$ cat src/hw/rtl/assert_macros.svh
// ---------------------------------------------------------------------------
// assert_macros.svh
// shared concurrent assertion macros, clocked on the rising edge, reset gated
// ---------------------------------------------------------------------------
`ifndef ASSERT_MACROS_SVH
`define ASSERT_MACROS_SVH

// same-cycle implication
`define CHK_IMPLY(label, clk, rst_n, ante, cons, msg) \
    label: assert property (@(posedge clk) disable iff (!rst_n) (ante) |-> (cons)) \
        else $error(msg);

// next-cycle implication
`define CHK_NEXT(label, clk, rst_n, ante, cons, msg) \
    label: assert property (@(posedge clk) disable iff (!rst_n) (ante) |=> (cons)) \
        else $error(msg);

`endif

$ cat src/hw/rtl/tra_pkg.sv
// ---------------------------------------------------------------------------
// tra_pkg
// types, constants and helpers of the task run-time accounting block
// ---------------------------------------------------------------------------
`timescale 1ns / 1ps

package tra_pkg;

    localparam int MAX_TASKS = 16;
    localparam int MAX_PROCS = 8;
    localparam int TIME_BITS = 32;

    localparam int OP_W    = 2;
    localparam int TASK_W  = 4;
    localparam int PROC_W  = 3;
    localparam int ACC_W   = 32;
    localparam int MOVE_W  = 16;
    localparam int TASK_AW = $clog2(MAX_TASKS);
    localparam int PROC_AW = $clog2(MAX_PROCS);

    localparam logic [OP_W-1:0] OP_PREEMPT = 2'd0;
    localparam logic [OP_W-1:0] OP_RESUME  = 2'd1;
    localparam logic [OP_W-1:0] OP_FINISH  = 2'd2;
    localparam logic [OP_W-1:0] OP_READ    = 2'd3;

    typedef struct packed {
        logic [ACC_W-1:0]     run_total;
        logic [MOVE_W-1:0]    move_count;
        logic [TIME_BITS-1:0] resume_stamp;
        logic [TIME_BITS-1:0] preempt_stamp;
        logic [PROC_W-1:0]    home_proc;
        logic                 home_valid;
    } task_entry_t;

    function automatic logic [ACC_W-1:0] sat_add(input logic [ACC_W-1:0] a,
                                                 input logic [TIME_BITS-1:0] b);
        logic [ACC_W:0] s;
        s = {1'b0, a} + {1'b0, b};
        return s[ACC_W] ? {ACC_W{1'b1}} : s[ACC_W-1:0];
    endfunction

endpackage

$ cat src/hw/rtl/task_runtime_accounting.sv
// ---------------------------------------------------------------------------
// task_runtime_accounting
// per-task run time, migration count and per-processor busy time accounting
// ---------------------------------------------------------------------------
// Usage:
//   A command beat is taken when start is high and busy is low; opcode,
//   task_id, proc_id and now are sampled on that edge.
//   preempt: task entry read-modify-write, then processor entry
//     read-modify-write, no result.
//   resume: task entry read-modify-write, no result.
//   read: one result beat, valid from the edge after the accepting one.
//   finish: 16 close-out steps, then 16 report steps with one result beat
//     each, last on slot 15.
//   The steps follow from the task and processor memories, whose read data
//   is registered: every step waits for the read data before writing back.
//   Results appear on the result ports for one cycle, marked by result_valid;
//   the receiver cannot stall and must take each beat as it comes.
//   Reset clears the state, the result strobe and all per-entry valid bits,
//   so each task and processor entry then reads as zero; no clearing pass runs.
// ---------------------------------------------------------------------------
`timescale 1ns / 1ps

`include "assert_macros.svh"

module task_runtime_accounting (
    input  logic                          clk,
    input  logic                          rst_n,
    input  logic                          start,
    output logic                          busy,
    input  logic [tra_pkg::OP_W-1:0]      opcode,
    input  logic [tra_pkg::TASK_W-1:0]    task_id,
    input  logic [tra_pkg::PROC_W-1:0]    proc_id,
    input  logic [tra_pkg::TIME_BITS-1:0] now,
    output logic                          result_valid,
    output logic [tra_pkg::TASK_W-1:0]    task_index,
    output logic                          task_known,
    output logic [tra_pkg::ACC_W-1:0]     exec_time,
    output logic [tra_pkg::MOVE_W-1:0]    migration_count,
    output logic [tra_pkg::ACC_W-1:0]     busy_time,
    output logic                          last
);
    import tra_pkg::*;

    localparam logic [2:0] S_IDLE  = 3'd0;
    localparam logic [2:0] S_TASK  = 3'd1;
    localparam logic [2:0] S_PROC  = 3'd2;
    localparam logic [2:0] S_FRD   = 3'd3;
    localparam logic [2:0] S_ORD   = 3'd4;
    localparam logic [2:0] S_OTASK = 3'd5;
    localparam logic [2:0] S_OPROC = 3'd6;
    localparam logic [2:0] S_RDOUT = 3'd7;

    localparam logic [TASK_AW-1:0] LAST_SLOT = TASK_AW'(MAX_TASKS - 1);

    // memories
    task_entry_t          task_mem [MAX_TASKS];
    logic [ACC_W-1:0]     proc_mem [MAX_PROCS];
    task_entry_t          task_rd_reg;
    logic [ACC_W-1:0]     proc_rd_reg;

    logic                 task_we;
    logic [TASK_AW-1:0]   task_raddr;
    task_entry_t          task_wdata;
    logic                 proc_we;
    logic [PROC_AW-1:0]   proc_raddr;
    logic [ACC_W-1:0]     proc_wdata;

    // control and datapath registers
    logic [2:0]           state_reg, state_next;
    logic [OP_W-1:0]      op_reg, op_next;
    logic [TASK_AW-1:0]   slot_reg, slot_next;
    logic [PROC_W-1:0]    proc_reg, proc_next;
    logic [TIME_BITS-1:0] now_reg, now_next;
    logic [MAX_TASKS-1:0] known_reg, known_next;
    logic [MAX_PROCS-1:0] pvalid_reg, pvalid_next;
    logic                 known_rd_reg, known_rd_next;
    logic                 pvalid_rd_reg, pvalid_rd_next;
    logic [TIME_BITS-1:0] delta_reg, delta_next;
    logic [PROC_AW-1:0]   home_reg, home_next;
    logic                 charge_reg, charge_next;

    logic                 strobe_reg, strobe_next;
    logic [TASK_W-1:0]    index_reg, index_next;
    logic                 kout_reg, kout_next;
    logic [ACC_W-1:0]     exec_reg, exec_next;
    logic [MOVE_W-1:0]    mig_reg, mig_next;
    logic [ACC_W-1:0]     busy_reg, busy_next;
    logic                 last_reg, last_next;

    task_entry_t          entry;
    logic [ACC_W-1:0]     pentry;
    logic [TIME_BITS-1:0] delta;
    logic                 running;
    logic                 accept;

    assign busy   = (state_reg != S_IDLE);
    assign accept = start && !busy;

    // entries never written read as zero
    assign entry   = known_rd_reg ? task_rd_reg : '0;
    assign pentry  = pvalid_rd_reg ? proc_rd_reg : '0;
    assign delta   = now_reg - entry.resume_stamp;
    assign running = known_rd_reg && (entry.resume_stamp >= entry.preempt_stamp);

    always_ff @(posedge clk)
    begin
        if (task_we)
        begin
            task_mem[slot_reg] <= task_wdata;
        end
        task_rd_reg <= task_mem[task_raddr];
    end

    always_ff @(posedge clk)
    begin
        if (proc_we)
        begin
            proc_mem[home_reg] <= proc_wdata;
        end
        proc_rd_reg <= proc_mem[proc_raddr];
    end

    always_comb
    begin
        state_next     = state_reg;
        op_next        = op_reg;
        slot_next      = slot_reg;
        proc_next      = proc_reg;
        now_next       = now_reg;
        known_next     = known_reg;
        pvalid_next    = pvalid_reg;
        delta_next     = delta_reg;
        home_next      = home_reg;
        charge_next    = charge_reg;
        strobe_next    = 1'b0;
        index_next     = index_reg;
        kout_next      = kout_reg;
        exec_next      = exec_reg;
        mig_next       = mig_reg;
        busy_next      = busy_reg;
        last_next      = last_reg;
        task_we        = 1'b0;
        task_wdata     = entry;
        proc_we        = 1'b0;
        proc_wdata     = sat_add(pentry, delta_reg);
        task_raddr     = slot_reg;
        proc_raddr     = home_reg;

        unique case (state_reg)
            S_IDLE:
            begin
                task_raddr = task_id;
                proc_raddr = proc_id;
                if (accept)
                begin
                    op_next   = opcode;
                    slot_next = task_id;
                    proc_next = proc_id;
                    now_next  = now;
                    unique case (opcode)
                        OP_PREEMPT, OP_RESUME: state_next = S_TASK;
                        OP_FINISH:
                        begin
                            slot_next  = '0;
                            state_next = S_FRD;
                        end
                        default: state_next = S_RDOUT;
                    endcase
                end
            end
            S_TASK:
            begin
                proc_raddr  = entry.home_proc;
                home_next   = entry.home_proc;
                delta_next  = delta;
                priority case (op_reg)
                    OP_PREEMPT:
                    begin
                        task_we                  = 1'b1;
                        task_wdata.run_total     = sat_add(entry.run_total, delta);
                        task_wdata.preempt_stamp = now_reg;
                        known_next[slot_reg]     = 1'b1;
                        charge_next              = entry.home_valid;
                        state_next               = S_PROC;
                    end
                    OP_RESUME:
                    begin
                        task_we                 = 1'b1;
                        task_wdata.resume_stamp = now_reg;
                        if (!entry.home_valid || entry.home_proc != proc_reg)
                        begin
                            task_wdata.home_proc  = proc_reg;
                            task_wdata.home_valid = 1'b1;
                            if (entry.move_count != {MOVE_W{1'b1}})
                            begin
                                task_wdata.move_count = entry.move_count + 1'b1;
                            end
                        end
                        known_next[slot_reg] = 1'b1;
                        state_next           = S_IDLE;
                    end
                    default:
                    begin
                        // finish close-out: stamps stay as they are
                        task_we              = running;
                        task_wdata.run_total = sat_add(entry.run_total, delta);
                        charge_next          = running && entry.home_valid;
                        state_next           = S_PROC;
                    end
                endcase
            end
            S_PROC:
            begin
                if (charge_reg)
                begin
                    proc_we               = 1'b1;
                    pvalid_next[home_reg] = 1'b1;
                end
                if (op_reg == OP_FINISH)
                begin
                    if (slot_reg == LAST_SLOT)
                    begin
                        slot_next  = '0;
                        state_next = S_ORD;
                    end
                    else
                    begin
                        slot_next  = slot_reg + 1'b1;
                        state_next = S_FRD;
                    end
                end
                else
                begin
                    state_next = S_IDLE;
                end
            end
            S_FRD:
            begin
                state_next = S_TASK;
            end
            S_ORD:
            begin
                state_next = S_OTASK;
            end
            S_OTASK:
            begin
                proc_raddr  = entry.home_proc;
                home_next   = entry.home_proc;
                charge_next = entry.home_valid;
                index_next  = slot_reg;
                kout_next   = known_rd_reg;
                exec_next   = entry.run_total;
                mig_next    = entry.move_count;
                state_next  = S_OPROC;
            end
            S_OPROC:
            begin
                strobe_next = 1'b1;
                busy_next   = charge_reg ? pentry : '0;
                last_next   = (slot_reg == LAST_SLOT);
                if (slot_reg == LAST_SLOT)
                begin
                    state_next = S_IDLE;
                end
                else
                begin
                    slot_next  = slot_reg + 1'b1;
                    state_next = S_ORD;
                end
            end
            default:
            begin
                // processor busy-time read
                strobe_next = 1'b1;
                index_next  = '0;
                kout_next   = 1'b0;
                exec_next   = '0;
                mig_next    = '0;
                busy_next   = pentry;
                last_next   = 1'b1;
                state_next  = S_IDLE;
            end
        endcase

        known_rd_next  = known_reg[task_raddr];
        pvalid_rd_next = pvalid_reg[proc_raddr];
    end

    always_ff @(posedge clk or negedge rst_n)
    begin
        if (!rst_n)
        begin
            state_reg     <= S_IDLE;
            known_reg     <= '0;
            pvalid_reg    <= '0;
            known_rd_reg  <= 1'b0;
            pvalid_rd_reg <= 1'b0;
            strobe_reg    <= 1'b0;
        end
        else
        begin
            state_reg     <= state_next;
            known_reg     <= known_next;
            pvalid_reg    <= pvalid_next;
            known_rd_reg  <= known_rd_next;
            pvalid_rd_reg <= pvalid_rd_next;
            strobe_reg    <= strobe_next;
        end
    end

    always_ff @(posedge clk)
    begin
        op_reg     <= op_next;
        slot_reg   <= slot_next;
        proc_reg   <= proc_next;
        now_reg    <= now_next;
        delta_reg  <= delta_next;
        home_reg   <= home_next;
        charge_reg <= charge_next;
        index_reg  <= index_next;
        kout_reg   <= kout_next;
        exec_reg   <= exec_next;
        mig_reg    <= mig_next;
        busy_reg   <= busy_next;
        last_reg   <= last_next;
    end

    assign result_valid    = strobe_reg;
    assign task_index      = index_reg;
    assign task_known      = kout_reg;
    assign exec_time       = exec_reg;
    assign migration_count = mig_reg;
    assign busy_time       = busy_reg;
    assign last            = last_reg;

    `CHK_NEXT(a_accept_busy, clk, rst_n, accept, busy, "accepted command did not raise busy")
    `CHK_NEXT(a_beat_spacing, clk, rst_n, result_valid, !result_valid, "result beats back to back")
    `CHK_IMPLY(a_more_pending, clk, rst_n, result_valid && !last, busy, "idle with beats pending")
    `CHK_IMPLY(a_proc_write_charge, clk, rst_n, proc_we, charge_reg && (state_reg == S_PROC), "stray processor write")

endmodule

$ cat config.mk
export PLATFORM = sky130hd
export DESIGN_NAME = task_runtime_accounting
export DESIGN_NICKNAME = d
export VERILOG_FILES = /design/src/hw/rtl/tra_pkg.sv /design/src/hw/rtl/task_runtime_accounting.sv
export VERILOG_INCLUDE_DIRS = /design/src /design/src/hw/rtl
export SDC_FILE = /design/constraint.sdc
export NUM_CORES = 2
export LEC_CHECK = 0
export BUFFER_PORTS_ARGS = -buffer_cell sky130_fd_sc_hd__buf_2
export CAP_MARGIN = 20
export CORE_ASPECT_RATIO = 1.2
export CORE_MARGIN = 2
export CORE_UTILIZATION = 59
export CTS_BUF_LIST = sky130_fd_sc_hd__clkbuf_8
export DETAILED_ROUTE_END_ITERATION = 10
export PLACE_DENSITY = 0.87
export SYNTH_ARGS = -nofsm -noshare
export SYNTH_HDL_FRONTEND = slang
export SYNTH_SLANG_ARGS = --single-unit
$ cat constraint.sdc
create_clock -name clk -period 10.8 [get_ports clk]
set_clock_uncertainty 0.1 [all_clocks]
set_input_delay 0.54 -clock clk [delete_from_list [all_inputs] [get_ports clk]]
set_output_delay 0.54 -clock clk [all_outputs]
set_load 0.03 [all_outputs]
# After elaboration in Yosys (flattened, before gate mapping)
# Memory sizes are Yosys's and may differ from the RTL's. A register that Yosys moved wholly into a read port is not among the register bits.
# Cells that the tools add are included.
[classes]
addsub = 5
bitwise = 2
eq_ne = 17
mux = 53
n_reduce_logical = 24
n_lt_le_gt_ge = 7
[op_table]
columns = ["op", "n"]
rows = [
  ["$mux W116", 2],
  ["$mux W32", 6],
  ["$pmux W32 S2", 2],
  ["$add A32 B32 Y33", 2],
  ["$mux W48", 1],
  ["$ge A32 B32 Y1", 1],
  ["$mux W16", 2],
  ["$mux W4", 8],
  ["$pmux W16 S2", 1],
  ["$sub A32 B32 Y32", 1],
  ["$pmux W3 S7", 1],
  ["$add A16 B1 Y16 const B", 1],
  ["$ne A16 B16 Y1 const B", 1],
  ["$or A16 B16 Y16", 1],
  ["$mux W1", 13],
  ["$mux W3", 4],
  ["$pmux W3 S2", 2],
  ["$pmux W4 S3", 1],
  ["$reduce_or A6 Y1", 2],
  ["$lt A4 B5 Y1 const B", 2],
  ["$eq A3 B3 Y1 const B", 3],
  ["$lt A3 B4 Y1 const B", 2],
  ["$ne A2 B2 Y1 const B", 4],
  ["$or A8 B8 Y8", 1],
  ["other kinds (26)", 44],
]
[word_totals]
elab_cells = 129
register_bits = 193
ramBits = 2112
in_bits = 44
n_memories = 2
[memory_table]
columns = ["name", "depth", "word_bits", "read_ports", "rd_clocked_by_memory_dff", "wr", "line_no", "text"]
rows = [
  ["task_mem", 16, 116, 1, 1, 1, "task_runtime_accounting.sv:56", "task_entry_t task_mem [MAX_TASKS];"],
  ["proc_mem", 8, 32, 1, 1, 1, "task_runtime_accounting.sv:57", "logic [ACC_W-1:0] proc_mem [MAX_PROCS];"],
]

# Logic depth before layout (Yosys ltp)
[depth]
ltp_word = 7
depth_mapped = 28
ltp_nobuf = 24

# Worst setup path after synthesis
# OpenSTA, ideal clock, no wires.
[synth_path]
path_type = "flip-flop to flip-flop"
startpoint = "reg known_rd_reg"
endpoint = "mem task_mem[15][0] (netlist bit), enable pin"
required_time_ns = 9.966
arrival_time_ns = 10.666
setup_ns = 0.734
path_buffers = 4
path_stages_with_launch = 16
slack_ns = -0.700
path_cell_list = "dfrtp_1 -> clkbuf_1 -> clkbuf_1 -> clkbuf_1 -> nand2_1 -> ha_1 -> nand2b_1 -> a21o_1 -> a21o_1 -> a21o_1 -> a21o_1 -> a211oi_1 -> o31ai_1 -> a211oi_2 -> buf_2 -> nor3_1"
[synth_via]
elab_chain_len = 7
[synth_lines]
columns = ["element", "line_no", "text"]
rows = [
  ["from (decl)", "task_runtime_accounting.sv:76", "logic known_rd_reg, known_rd_next;"],
  ["from (signal assigned)", "task_runtime_accounting.sv:305", "known_rd_reg <= known_rd_next;"],
  ["$mux W116", "task_runtime_accounting.sv:100", "assign entry = known_rd_reg ? task_rd_reg : '0;"],
  ["$ge A32 B32 Y1", "task_runtime_accounting.sv:103", "assign running = known_rd_reg && (entry.resume_stamp >= entry.preempt_stamp);"],
  ["$logic_and A1 B1 Y1 *", "task_runtime_accounting.sv:103", ""],
  ["$mux W1 *", "task_runtime_accounting.sv:176", "priority case (op_reg)"],
  ["$mux W1 *", "task_runtime_accounting.sv:149", "unique case (state_reg)"],
  ["$mux W1 *", "task_runtime_accounting.sv:107", "if (task_we)"],
  ["$mux W1 (implied by the code) *", "task_runtime_accounting.sv:109", "task_mem[slot_reg] <= task_wdata;"],
  ["to (decl)", "task_runtime_accounting.sv:56", ""],
]
# Mark *: on every way between the ends. The rest lies on a longest branch, timed or not.

==> results.ini <==
[place]
postPlaceCellArea_um2 = 104000
place_ws_ns = 3.46
dpl.hpwl_um = 148000
gp_congestion = 0.961
numPortBuffers = 131

[floorplanning]
rows = 166
core_um2 = 170000
die_w_um = 381
die_h_um = 457
fp.dieArea_um2 = 174000
io_pins = 132
start_util = 0.593

[clocking]
clock_sinks = 2453
clockBufferDepth = 4
ctsHtreeMaxLevel = 5
cts_root_buffer = clkbuf_8
path_clk_slew_ns = 0.06
worstSkewPairLatency_ns = 1.10
hold_buffers = 45
numCtsBuffers = 372
cts_setup_buffers = 0
cts_resized = 0
cts_tree = yes

[synthesis]
syn_inst = 8091
ys.flop_type = edfxtp_1
synth.distinct_cells = 85
synth_area_um2 = 101000
synth_edf_count = 2275
syn_nets = 8272
avgSynthCellArea_um2 = 12.5
seq_area_frac_synth = 0.714
synth-async-reset-ratio = 0.0122
yosysWarnings = 0
ys_ff_latch = 2453

[worst_setup_path]
crit_chain = nand2_1 -> ha_1 -> nor2b_1 -> o31a_1 -> o31a_1 -> o21ai_0 -> a211oi_1 -> o21ai_0 -> or2b_1 -> a211oi_1 -> nor2_1 -> ha_1 -> a21o_1 -> a21oi_1 -> a21oi_1 -> and2_1 -> a21boi_0 -> o21ai_1 -> a31oi_2 -> buf_4 -> a32oi_1
crit_type = register to register
critPathMaxStageDelay_ns = 1.07
arrival_ns = 8.18
cp-start-kind = register
endpoint_kind = register
critPathSlowestCell = dfrtp_4
critPathRequiredTime_ns = 11.25
crit_path_max_fanout = 81

[sta]
max_freq_mhz = 129
rsz0062_at_grt = false
worstMarginPinSlew_ns = 1.29
slew_headroom = 0.139
setup_ws_ns = 3.07
post-route-min-period_ns = 7.73
setup_viol = 0
maxSlewViolCount = 0
hold_violations = 0
timing.final.crit_share = 0.716

[routing]
vias_per_cell = 6.50
drt_wl_total_um = 274000
drc_errors = 0
ant_nets = 0
drtIter0Drc = 11900
num_vias = 70700
first_pass_iters = 8
post_drt_wl_per_cell_um = 25.2

[grt]
grt_pass1_wl_um = 404000
first_global_vias = 68900
antenna_found_initial = 20
grt_start_max_net_pins = 201
overflow = 0
track_usage = 0.305

[flow_run]
cap_violations = 0

[finish]
area_growth_pct = 11.1
largest_reg_flops = 1856
design_area_um2 = 112000
nFillCells = 10900
nNetsFinal = 8494
drive_gt1_frac = 0.102

[power]
power_density_nw_per_um2 = 299
leakagePower_nw = 41.0
peakVddDrop_mv = 0.317

[hold_path]
hold_path.class = input pin to register

[outcome]
status = finished clean

## metrics by stage
| step | std cells | total power, mW | utilization | hold slack, ns | TNS, ns |
|---|---|---|---|---|---|
| final | 10900 | 33.5 | 0.659 | 0.144 | 0 |
| after CTS | 10800 | 32.9 | 0.657 | 0.0647 | 0 |
| after global routing | 10900 | 34.8 | 0.659 | 0.118 | 0 |
| after detailed placement | 10100 | 25.3 | 0.611 | 0.353 | 0 |
| after global placement | 10100 | 24.7 | 0.610 | 0.350 | 0 |
| after floorplan | 8091 | 21.5 | - | 0.144 | -1054.01 |
## worst paths after layout
path	slack, ns	end	from	cells after the start
worst max-delay path	3.07	task_mem[7][115]	known_rd_reg	21
worst min register to register	0.37	pvalid_reg[3]	pvalid_reg[3]	1
min in group asynchronous	0.45	known_reg[13]	rst_n	3
max in group asynchronous	8.44	known_reg[6]	rst_n	4
worst min-delay path	0.14	now_reg[28]	now[28]	2
worst max register to register	3.07	task_mem[7][115]	known_rd_reg	21
## area by class of cell
class                   instances  area [um^2]  share of cell area
inverters                      77          289             0.00258
clock buffers                 432         5950              0.0531
diodes                          8         20.0            0.000179
multi-input cells            5057        26700               0.238
clock inverters               236         1460              0.0130
repair buffers                352         2760              0.0246
flip-flops and latches       2453        72000               0.643
well taps                    2268         2840              0.0253
## critical path, delay by kind of cell (launching register included)
family | cells | cell delay, ns
flip-flops | 1 | 1.07
AO/OA/AOI/OAI | 13 | 3.67
buffers and inverters | 1 | 0.50
AND/OR/NAND/NOR | 5 | 1.03
adder cells (fa/ha/maj) | 2 | 0.75
## layer usage
metal  track usage  share of wire  vias up
met5             0        0.00047        -
met4         0.139          0.047       18
met3        0.0844           0.15     1048
met2         0.482           0.47     5896
met1         0.393           0.34    33700
li1              -              -    30100
## synthesized netlist by cell type, drive strengths merged (30+ instances only)
library cell / instances / area (um^2)
a21o: 60 / 450
a21oi: 267 / 1340
a311oi: 351 / 3070
a31oi: 127 / 795
and2: 128 / 801
and3: 252 / 1580
buf: 147 / 793
clkbuf: 357 / 1340
dfrtp: 30 / 751
dfxtp: 148 / 2960
edfxtp: 2275 / 68300
ha: 134 / 1680
inv: 77 / 289
nand2: 2422 / 9090
nand3: 662 / 3310
nor2: 69 / 259
nor2b: 50 / 313
nor3: 39 / 223
o21ai: 168 / 848
xnor2: 51 / 447
xor2: 39 / 342
## power breakdown
part | leakage [nW] | switching, mW | internal (mW)
registers | 22.4 | 0.544 | 12.6
clock network | 4.26 | 3.55 | 4.09
logic | 14.3 | 8.91 | 3.76
total | 41.0 | 13.0 | 20.5
## cells by family after synthesis
kind of cell,share of synthesized area
buf+inv,0.0240
xor+xnor,0.00781
simple gates,0.160
fa+ha+maj,0.0172
mux,0.00117
compound gates,0.0755
flops,0.714
## placed cells by master (no fill, tap or decap), drive strengths merged, types with 69 or more instances in the layout
master	n
nand2	2422
edfxtp	2275
nand3	662
clkbuf	434
a311oi	351
buf	305
a21oi	267
and3	252
inv	202
o21ai	168
dfxtp	148
ha	134
and2	128
a31oi	127
clkinv	86
nor2	69
Note: power is estimated with default switching activity, not from simulation.
